File: src/sv/md5_digest_engine_assert.svh
// Assertion macros for the MD5 digest engine.
// Used by the controller and the top level; no other dependencies.
`ifndef MD5_DIGEST_ENGINE_ASSERT_SVH
`define MD5_DIGEST_ENGINE_ASSERT_SVH
`ifndef ASSERT_OFF
`define MD5_ASSERT_IMPL(label, clk, rst_n, prop, msg) \
  label: assert property (@(posedge clk) disable iff (!rst_n) prop) else $error(msg);
`define MD5_ASSERT_NEXT(label, clk, rst_n, pre, post, msg) \
  label: assert property (@(posedge clk) disable iff (!rst_n) (pre) |=> (post)) else $error(msg);
`else
`define MD5_ASSERT_IMPL(label, clk, rst_n, prop, msg)
`define MD5_ASSERT_NEXT(label, clk, rst_n, pre, post, msg)
`endif
`endif

File: src/sv/md5_pkg.sv
// Shared types, constants and round functions for the MD5 digest engine.
// No dependencies.
`timescale 1ns / 1ps
package md5_pkg;

  localparam logic [1:0] REQ_DATA    = 2'd0;
  localparam logic [1:0] REQ_FINISH  = 2'd1;
  localparam logic [1:0] REQ_RESTART = 2'd2;

  localparam logic [31:0] IV_A = 32'h67452301;
  localparam logic [31:0] IV_B = 32'hEFCDAB89;
  localparam logic [31:0] IV_C = 32'h98BADCFE;
  localparam logic [31:0] IV_D = 32'h10325476;

  localparam logic [7:0] PAD_BYTE = 8'h80;
  localparam logic [5:0] LEN_POS  = 6'd56;

  typedef enum logic [2:0] {
    ST_IDLE, ST_COMP, ST_FOLD, ST_PAD, ST_OUT
  } md5_state_t;

  // controller -> datapath commands
  typedef struct packed {
    logic       put;       // write a byte at the current position, advance count
    logic [7:0] put_byte;
    logic       put_len;   // write length words 14/15
    logic       latch_len; // capture bit count for padding
    logic       comp_start;// load working regs from chain
    logic       round;     // execute one round
    logic       fold;      // add working regs into chain
    logic       init;      // reset chain and count
  } md5_cmd_t;

  // datapath -> controller status
  typedef struct packed {
    logic [5:0] pos;
    logic [5:0] round_idx;
  } md5_stat_t;

  function automatic logic [31:0] k_const(input logic [5:0] i);
    logic [31:0] k;
    unique case (i)
      6'd0: k = 32'hd76aa478; 6'd1: k = 32'he8c7b756; 6'd2: k = 32'h242070db;
      6'd3: k = 32'hc1bdceee; 6'd4: k = 32'hf57c0faf; 6'd5: k = 32'h4787c62a;
      6'd6: k = 32'ha8304613; 6'd7: k = 32'hfd469501; 6'd8: k = 32'h698098d8;
      6'd9: k = 32'h8b44f7af; 6'd10: k = 32'hffff5bb1; 6'd11: k = 32'h895cd7be;
      6'd12: k = 32'h6b901122; 6'd13: k = 32'hfd987193; 6'd14: k = 32'ha679438e;
      6'd15: k = 32'h49b40821; 6'd16: k = 32'hf61e2562; 6'd17: k = 32'hc040b340;
      6'd18: k = 32'h265e5a51; 6'd19: k = 32'he9b6c7aa; 6'd20: k = 32'hd62f105d;
      6'd21: k = 32'h02441453; 6'd22: k = 32'hd8a1e681; 6'd23: k = 32'he7d3fbc8;
      6'd24: k = 32'h21e1cde6; 6'd25: k = 32'hc33707d6; 6'd26: k = 32'hf4d50d87;
      6'd27: k = 32'h455a14ed; 6'd28: k = 32'ha9e3e905; 6'd29: k = 32'hfcefa3f8;
      6'd30: k = 32'h676f02d9; 6'd31: k = 32'h8d2a4c8a; 6'd32: k = 32'hfffa3942;
      6'd33: k = 32'h8771f681; 6'd34: k = 32'h6d9d6122; 6'd35: k = 32'hfde5380c;
      6'd36: k = 32'ha4beea44; 6'd37: k = 32'h4bdecfa9; 6'd38: k = 32'hf6bb4b60;
      6'd39: k = 32'hbebfbc70; 6'd40: k = 32'h289b7ec6; 6'd41: k = 32'heaa127fa;
      6'd42: k = 32'hd4ef3085; 6'd43: k = 32'h04881d05; 6'd44: k = 32'hd9d4d039;
      6'd45: k = 32'he6db99e5; 6'd46: k = 32'h1fa27cf8; 6'd47: k = 32'hc4ac5665;
      6'd48: k = 32'hf4292244; 6'd49: k = 32'h432aff97; 6'd50: k = 32'hab9423a7;
      6'd51: k = 32'hfc93a039; 6'd52: k = 32'h655b59c3; 6'd53: k = 32'h8f0ccc92;
      6'd54: k = 32'hffeff47d; 6'd55: k = 32'h85845dd1; 6'd56: k = 32'h6fa87e4f;
      6'd57: k = 32'hfe2ce6e0; 6'd58: k = 32'ha3014314; 6'd59: k = 32'h4e0811a1;
      6'd60: k = 32'hf7537e82; 6'd61: k = 32'hbd3af235; 6'd62: k = 32'h2ad7d2bb;
      default: k = 32'heb86d391;
    endcase
    return k;
  endfunction

  function automatic logic [4:0] rot_amt(input logic [5:0] i);
    logic [4:0] r;
    unique case ({i[5:4], i[1:0]})
      4'd0: r = 5'd7;   4'd1: r = 5'd12;  4'd2: r = 5'd17;  4'd3: r = 5'd22;
      4'd4: r = 5'd5;   4'd5: r = 5'd9;   4'd6: r = 5'd14;  4'd7: r = 5'd20;
      4'd8: r = 5'd4;   4'd9: r = 5'd11;  4'd10: r = 5'd16; 4'd11: r = 5'd23;
      4'd12: r = 5'd6;  4'd13: r = 5'd10; 4'd14: r = 5'd15; default: r = 5'd21;
    endcase
    return r;
  endfunction

endpackage

File: src/sv/md5_ctrl.sv
// Controller FSM for the MD5 digest engine: request decode, padding, output.
// Depends on md5_pkg and md5_digest_engine_assert.svh.
`timescale 1ns / 1ps
`include "md5_digest_engine_assert.svh"
module md5_ctrl (
  input  logic               clk,
  input  logic               rst_n,
  input  logic               in_tvalid,
  output logic               in_tready,
  input  logic [1:0]         req_type,
  input  logic [7:0]         data_byte,
  input  md5_pkg::md5_stat_t stat,
  output md5_pkg::md5_cmd_t  cmd,
  output logic               out_tvalid,
  input  logic               out_tready,
  output logic [1:0]         out_idx
);
  import md5_pkg::*;

  md5_state_t state_r, state_nxt;
  logic       fin_r, fin_nxt;     // compression belongs to finish padding
  logic       padded_r, padded_nxt; // 0x80 already placed
  logic [1:0] idx_r, idx_nxt;
  logic       acc;

  assign in_tready  = (state_r == ST_IDLE);
  assign acc        = in_tvalid && in_tready;
  assign out_tvalid = (state_r == ST_OUT);
  assign out_idx    = idx_r;

  // next state
  always_comb begin
    state_nxt  = state_r;
    fin_nxt    = fin_r;
    padded_nxt = padded_r;
    idx_nxt    = idx_r;
    unique case (state_r)
      ST_IDLE: begin
        if (acc && req_type == REQ_DATA && stat.pos == 6'd63) begin
          state_nxt = ST_COMP;
          fin_nxt   = 1'b0;
        end else if (acc && req_type == REQ_FINISH) begin
          state_nxt  = ST_PAD;
          padded_nxt = 1'b0;
        end
      end
      ST_PAD: begin
        if (padded_r && stat.pos == LEN_POS) begin
          state_nxt = ST_COMP;
          fin_nxt   = 1'b1;
        end else begin
          padded_nxt = 1'b1;
          if (stat.pos == 6'd63) begin
            state_nxt = ST_COMP;
            fin_nxt   = 1'b0;
          end
        end
      end
      ST_COMP: if (stat.round_idx == 6'd63) state_nxt = ST_FOLD;
      ST_FOLD: begin
        if (!fin_r && !padded_r) state_nxt = ST_IDLE;
        else if (!fin_r) state_nxt = ST_PAD;
        else begin
          state_nxt = ST_OUT;
          idx_nxt   = 2'd0;
        end
      end
      ST_OUT: begin
        if (out_tready) begin
          idx_nxt = idx_r + 2'd1;
          if (idx_r == 2'd3) begin
            state_nxt  = ST_IDLE;
            padded_nxt = 1'b0;
          end
        end
      end
      default: state_nxt = ST_IDLE;
    endcase
  end

  // command outputs
  always_comb begin
    cmd = '0;
    unique case (state_r)
      ST_IDLE: begin
        if (acc && req_type == REQ_DATA) begin
          cmd.put = 1'b1; cmd.put_byte = data_byte;
          // last byte of a block: load working regs for compression
          if (stat.pos == 6'd63) cmd.comp_start = 1'b1;
        end
        if (acc && req_type == REQ_FINISH) cmd.latch_len = 1'b1;
        if (acc && req_type == REQ_RESTART) cmd.init = 1'b1;
      end
      ST_PAD: begin
        if (padded_r && stat.pos == LEN_POS) begin
          cmd.put_len = 1'b1;
          cmd.comp_start = 1'b1;
        end else begin
          cmd.put = 1'b1;
          cmd.put_byte = padded_r ? 8'h00 : PAD_BYTE;
          if (stat.pos == 6'd63) cmd.comp_start = 1'b1;
        end
      end
      ST_COMP: cmd.round = 1'b1;
      ST_FOLD: cmd.fold = 1'b1;
      ST_OUT:  cmd.init = out_tready && (idx_r == 2'd3);
      default: cmd = '0;
    endcase
  end

  // a data byte at position 63 also starts compression
  logic start_on_data;
  assign start_on_data = (state_r == ST_IDLE) && acc && req_type == REQ_DATA
                         && stat.pos == 6'd63;

  always_ff @(posedge clk) begin
    if (!rst_n) begin
      state_r  <= ST_IDLE;
      fin_r    <= 1'b0;
      padded_r <= 1'b0;
      idx_r    <= 2'd0;
    end else begin
      state_r  <= state_nxt;
      fin_r    <= fin_nxt;
      padded_r <= start_on_data ? 1'b0 : padded_nxt;
      idx_r    <= idx_nxt;
    end
  end

  `MD5_ASSERT_NEXT(a_comp_runs, clk, rst_n, state_r == ST_COMP && stat.round_idx != 6'd63,
    state_r == ST_COMP, "compression left early")
  `MD5_ASSERT_NEXT(a_fold_after, clk, rst_n, state_r == ST_COMP && stat.round_idx == 6'd63,
    state_r == ST_FOLD, "fold did not follow last round")
  `MD5_ASSERT_IMPL(a_no_accept_busy, clk, rst_n, (state_r != ST_IDLE) |-> !in_tready,
    "input accepted while busy")
endmodule

File: src/sv/md5_dp.sv
// Datapath of the MD5 digest engine: block buffer, bit count, chain and round unit.
// Depends on md5_pkg.
`timescale 1ns / 1ps
module md5_dp (
  input  logic               clk,
  input  logic               rst_n,
  input  md5_pkg::md5_cmd_t  cmd,
  input  logic [1:0]         out_idx,
  output md5_pkg::md5_stat_t stat,
  output logic [31:0]        digest_word
);
  import md5_pkg::*;

  logic [31:0] buf_r [16];
  logic [63:0] cnt_r, cnt_nxt;
  logic [63:0] len_r;
  logic [31:0] ch_r [4];
  logic [31:0] a_r, b_r, c_r, d_r;
  logic [5:0]  rnd_r;
  logic [5:0]  pos;

  assign pos = cnt_r[8:3];
  assign stat.pos = pos;
  assign stat.round_idx = rnd_r;
  assign digest_word = ch_r[out_idx];

  // bit count and padding length
  always_comb begin
    cnt_nxt = cnt_r;
    if (cmd.put) cnt_nxt = cnt_r + 64'd8;
    if (cmd.init) cnt_nxt = '0;
  end

  always_ff @(posedge clk) begin
    if (!rst_n) cnt_r <= '0;
    else cnt_r <= cnt_nxt;
  end

  always_ff @(posedge clk) begin
    if (cmd.latch_len) len_r <= cnt_r;
  end

  // block buffer byte and length writes
  always_ff @(posedge clk) begin
    if (cmd.put) buf_r[pos[5:2]][pos[1:0]*8 +: 8] <= cmd.put_byte;
    if (cmd.put_len) begin
      buf_r[14] <= len_r[31:0];
      buf_r[15] <= len_r[63:32];
    end
  end

  // one round per cycle
  logic [31:0] f, sum, rot;
  logic [3:0]  g;
  logic [4:0]  s;
  always_comb begin
    unique case (rnd_r[5:4])
      2'd0: begin f = (b_r & c_r) | (~b_r & d_r); g = rnd_r[3:0]; end
      2'd1: begin f = (b_r & d_r) | (c_r & ~d_r); g = 4'(5 * rnd_r + 1); end
      2'd2: begin f = b_r ^ c_r ^ d_r;            g = 4'(3 * rnd_r + 5); end
      default: begin f = c_r ^ (b_r | ~d_r);      g = 4'(7 * rnd_r); end
    endcase
    s   = rot_amt(rnd_r);
    sum = a_r + f + k_const(rnd_r) + buf_r[g];
    rot = (sum << s) | (sum >> (6'd32 - {1'b0, s}));
  end

  always_ff @(posedge clk) begin
    if (cmd.comp_start) begin
      a_r <= ch_r[0]; b_r <= ch_r[1]; c_r <= ch_r[2]; d_r <= ch_r[3];
    end else if (cmd.round) begin
      a_r <= d_r; d_r <= c_r; c_r <= b_r; b_r <= b_r + rot;
    end
  end

  always_ff @(posedge clk) begin
    if (!rst_n) rnd_r <= '0;
    else if (cmd.comp_start) rnd_r <= '0;
    else if (cmd.round) rnd_r <= rnd_r + 6'd1;
  end

  // chaining words
  always_ff @(posedge clk) begin
    if (!rst_n || cmd.init) begin
      ch_r[0] <= IV_A; ch_r[1] <= IV_B; ch_r[2] <= IV_C; ch_r[3] <= IV_D;
    end else if (cmd.fold) begin
      ch_r[0] <= ch_r[0] + a_r; ch_r[1] <= ch_r[1] + b_r;
      ch_r[2] <= ch_r[2] + c_r; ch_r[3] <= ch_r[3] + d_r;
    end
  end
endmodule

File: src/sv/md5_digest_engine.sv
// MD5 digest engine: byte-per-transaction input, four-word digest output.
// Data: a byte is taken while idle; the 64th byte of a block starts 64 rounds and a fold.
// Finish: pad bytes, then the length words, compression of each block, then 4 words.
// Throughput: one round unit, 1 round/cycle; no input is taken until a block is compressed.
// Reset: synchronous active low; chain words to initial values, bit count to zero.
// Top level; depends on md5_pkg, md5_ctrl, md5_dp and md5_digest_engine_assert.svh.
`timescale 1ns / 1ps
`include "md5_digest_engine_assert.svh"
module md5_digest_engine (
  input  logic        clk,
  input  logic        rst_n,
  input  logic        in_tvalid,
  output logic        in_tready,
  input  logic [7:0]  in_tdata,   // [7:0] data_byte
  input  logic [1:0]  in_tuser,   // [1:0] req_type
  output logic        out_tvalid,
  input  logic        out_tready,
  output logic [31:0] out_tdata,  // [31:0] digest_word
  output logic [1:0]  out_tuser,  // [1:0] word_index
  output logic        out_tlast
);
  import md5_pkg::*;

  md5_cmd_t   cmd;
  md5_stat_t  stat;
  logic [1:0] idx;

  md5_ctrl u_ctrl (
    .clk, .rst_n, .in_tvalid, .in_tready,
    .req_type(in_tuser), .data_byte(in_tdata),
    .stat, .cmd, .out_tvalid, .out_tready, .out_idx(idx)
  );

  md5_dp u_dp (
    .clk, .rst_n, .cmd, .out_idx(idx), .stat, .digest_word(out_tdata)
  );

  assign out_tuser = idx;
  assign out_tlast = (idx == 2'd3);

  `MD5_ASSERT_IMPL(a_no_overlap, clk, rst_n, !(in_tready && out_tvalid),
    "input ready during output")
  `MD5_ASSERT_NEXT(a_out_order, clk, rst_n, out_tvalid && out_tready && !out_tlast,
    out_tvalid && out_tuser == $past(out_tuser) + 2'd1, "digest words out of order")
endmodule

File: config.mk
export PLATFORM = sky130hd
export DESIGN_NAME = md5_digest_engine
export DESIGN_NICKNAME = d
export VERILOG_FILES = /design/src/sv/md5_pkg.sv /design/src/sv/md5_ctrl.sv /design/src/sv/md5_dp.sv /design/src/sv/md5_digest_engine.sv
export VERILOG_INCLUDE_DIRS = /design/src /design/src/sv
export SDC_FILE = /design/constraint.sdc
export NUM_CORES = 2
export LEC_CHECK = 0
export BUFFER_PORTS_ARGS = -buffer_cell sky130_fd_sc_hd__buf_2
export CORE_ASPECT_RATIO = 1.75
export CORE_MARGIN = 5
export CORE_UTILIZATION = 58
export DETAILED_ROUTE_END_ITERATION = 6
export GPL_TIMING_DRIVEN = 0
export PLACE_DENSITY = 0.77
export SYNTH_ARGS = -nofsm -noshare
export SYNTH_HDL_FRONTEND = slang
export SYNTH_SLANG_ARGS = --single-unit
File: constraint.sdc
create_clock -name clk -period 10.4 [get_ports clk]
set_input_delay 1.56 -clock clk [delete_from_list [all_inputs] [get_ports clk]]
set_output_delay 1.56 -clock clk [all_outputs]
set_load 0.02 [all_outputs]
==> qor.tcl <==
set qor(period_needed_ns) 10.65
set qor(timing.hold.worst.class) {reg -> reg}
set qor(design.core.area_um2) 96920
set qor(fin_worst_skew_ns) 0.04166
set qor(placed_cells_incl_taps) 6435
set qor(count_leader_synth) {sky130_fd_sc_hd__edfxtp_1}
set qor(timing.slew.headroom_pct) -10.46
set qor(design.portCount) 51
set qor(finalSetupViolCount) 5
set qor(synth.cell_area_um2) 56580
set qor(drt-initial-drc-count) 6167
set qor(timing.critical_path.slowest_stage_cell) {sky130_fd_sc_hd__clkbuf_1}
set qor(grt_pass1_vias) 48120
set qor(remaining_drc_errors) 12
set qor(critical_path.endpoint_type) {flop}
set qor(ctsHtreeMaxLevel) 3
set qor(maximum_number_of_pins_on_one_net_before_global_route_repair) 34
set qor(layout-area-overhead-vs-synth_pct) 12.54
set qor(synth.yosys.warnings) 0
set qor(synthesis.instances) 5069
set qor(timing_max_transition_violations_final) 46
set qor(tritoncts_clock_tree) {yes}
set qor(synth_top_cells_by_count) {829 x sky130_fd_sc_hd__edfxtp_1, 587 x sky130_fd_sc_hd__nand2_1, 382 x sky130_fd_sc_hd__nor2_1}
set qor(grt_overflow) 0
set qor(critical-path-top-delay-family) {compound AO/OA/AOI/OAI gates}
set qor(drt-pass1-iter-count) 7
set qor(yosysTopAreaCellShare_pct) 44.00
set qor(insertion_delay_ns) 0.77
set qor(worst-path-buf-inv) 6
set qor(cp.arrival_ns) 11.15
set qor(postSynth.topFlopCell) {sky130_fd_sc_hd__edfxtp_1}
set qor(detail_route.wirelength_um) 238900
set qor(global_route.usage.total_pct) 45.49
set qor(criticalPathCategory) {reg -> reg}
set qor(synth_edf_count) 829
set qor(routed_wire_length_per_instance_um) 35.73
set qor(fill_cells) 7396
set qor(synth_area_leaders) {sky130_fd_sc_hd__edfxtp_1 44%, sky130_fd_sc_hd__mux4_2 9.1%, sky130_fd_sc_hd__ha_1 4.8%, sky130_fd_sc_hd__dfxtp_1 4.0%, sky130_fd_sc_hd__nand2_1 3.9%}
set qor(worst_hold_startpoint) {u_dp.cnt_r[8]}
set qor(drv_cap) 5
set qor(setup.worst_path.start_class) {flop}
set qor(clock_sink_count) 942
set qor(root_buffer) {sky130_fd_sc_hd__clkbuf_16}
set qor(dr_total_vias) 47690
set qor(path_max_fanout) 10
set qor(worstMarginPinSlew_ns) 1.651
set qor(place_hpwl_um) 176200
set qor(timing_startpoint_of_the_critical_path) {u_dp.rnd_r[5]}
set qor(clk_slew_on_worst_s_h_paths_ns) 0.07
set qor(critical_path.reg2reg.startpoint) {u_dp.rnd_r[5]}
set qor(cp_slowest_stage_delay_ns) 0.83
set qor(antenna_violating_nets_post_route) 0
set qor(finalNetCount) 5601
set qor(cts_buffers) 86
set qor(portion_of_the_post_synthesis_area_used_by_sequential_elements_pct) 48.00
set qor(maxClockFrequency_mhz) 93.92
set qor(syn-mean-instance-area_um2) 11.16
set qor(run_status) {finished with violations}
set qor(layout_setup_ws_ns) -0.2468
set qor(share_of_layout_cells_above_drive_strength_1_pct) 14.35
set qor(synth_nets) 5370
set qor(multi_input_comb_area_um2) 28240
set qor(initial_utilization_pct) 58.37
set qor(violated_checks) {DRC, capacitance limit, slew limit, setup timing}
set qor(synth_seq_cells) 942
set qor(synth.largest_area_cell) {sky130_fd_sc_hd__edfxtp_1}
set qor(placement_rows) 151
set qor(synthDistinctLibCells) 95
set qor(globalplace.congestion) 1.208
set qor(place_ws_ns) -3.279
set qor(layout.area.seq_um2) 27170
set qor(grt_antenna_before_repair) 18
set qor(rsz_0062_raised_after_global_routing) {yes}
set qor(layout_worst_path_cycle_share_pct) 102.4
set qor(clock_tree.buffer_depth) 3
set qor(fp.dieW_um) 246.1
set qor(design.die.area_um2) 104100
set qor(postSynth.asyncResetShare_pct) 0
set qor(grt_pass1_wl_um) 337700
set qor(die_h_um) 423.2
set qor(finalNonFillerCells) 6688
set qor(io_buffer_count) 49
set qor(via_per_inst) 7.131
set qor(final_hold_viol_count) 0
set qor(critPathRequiredTime_ns) 10.90
## sequential cells by signal, indices dropped and copies added, names as in the netlist, named ones only
signal           flops
u_dp.b_r            32
u_dp.len_r          61
u_dp.ch_r          128
u_ctrl.fin_r         1
u_dp.rnd_r           6
u_dp.c_r            32
u_dp.buf_r         512
u_dp.s               5
u_ctrl.state_r       3
u_ctrl.out_idx       2
u_ctrl.padded_r      1
u_dp.d_r            32
u_dp.a_r            32
u_dp.cnt_r          61
## area by class of cell
class,instances,area share (%)
multi-input combinational,3588,44.35
sequential,942,42.67
clock buffer,104,3.596
tap,1300,2.555
buffer,265,2.185
timing repair buffer,145,2.040
inverter,272,1.615
clock inverter,56,0.9256
antenna,16,0.06288
## cells by family (layout without fill, tap and decap cells)
family          after synthesis  in the layout  share of synthesized area [%]
simple gates               1475           1475                          11.74
fa+ha+maj                   319            319                          7.829
xor+xnor                    240            241                          3.766
other cells                   0             16                              0
flops                       942            942                          48.00
buf+inv                     540            842                          3.620
mux                         305            305                          10.49
compound gates             1248           1248                          14.56
## per-stage QoR
stage	area, um^2	util (%)	hold WS, ns	TNS (ns)
final	63670	65.69	0.4398	-0.7096
after global routing	63630	65.65	0.4322	-1.433
after CTS	62860	64.86	0.4298	0
after detailed placement	58780	60.65	0.4137	-63.64
after global placement	58470	60.32	0.4085	-904.98
after floorplan	56600	-	0.4064	0
## routing by layer
| layer | GRT usage [%] | vias up | part of all wire [%] |
|---|---|---|---|
| met1 | 40.64 | 22790 | 27 |
| met4 | 51.10 | 6 | 15 |
| met2 | 74.82 | 3629 | 48 |
| li1 | - | 19520 | - |
| met5 | 0.9962 | - | 0.017 |
| met3 | 14.66 | 1753 | 9.5 |
## repair_timing
item / CTS / global route
pin swaps: 25 / 46
hold buffers: 0 / 0
buffers inserted: 41 / 30
endpoints found under the setup margin: 31 / 16
gates resized for setup: 194 / 98
gates cloned: 3 / 0
## placed cells by master, fill, tap and decap left out, drive strengths merged, types with 199 or more instances in the layout
cell type	count
buf	199
ha	218
nor2	382
clkbuf	311
o21ai	277
inv	277
mux4	228
nand2	587
edfxtp	829
a21oi	310
## path summary, 6_finish.rpt
kind                            cells after the start  slack, ns       endpoint
worst min-delay path                                0       0.44  u_dp.len_r[8]
worst min register to register                      0       0.44  u_dp.len_r[8]
worst max-delay path                               32      -0.25   u_dp.b_r[31]
worst max register to register                     32      -0.25   u_dp.b_r[31]
Power is left out: the tool's default activity adds up to more than one toggle a clock period on the data nets, which glitch-free logic cannot reach.
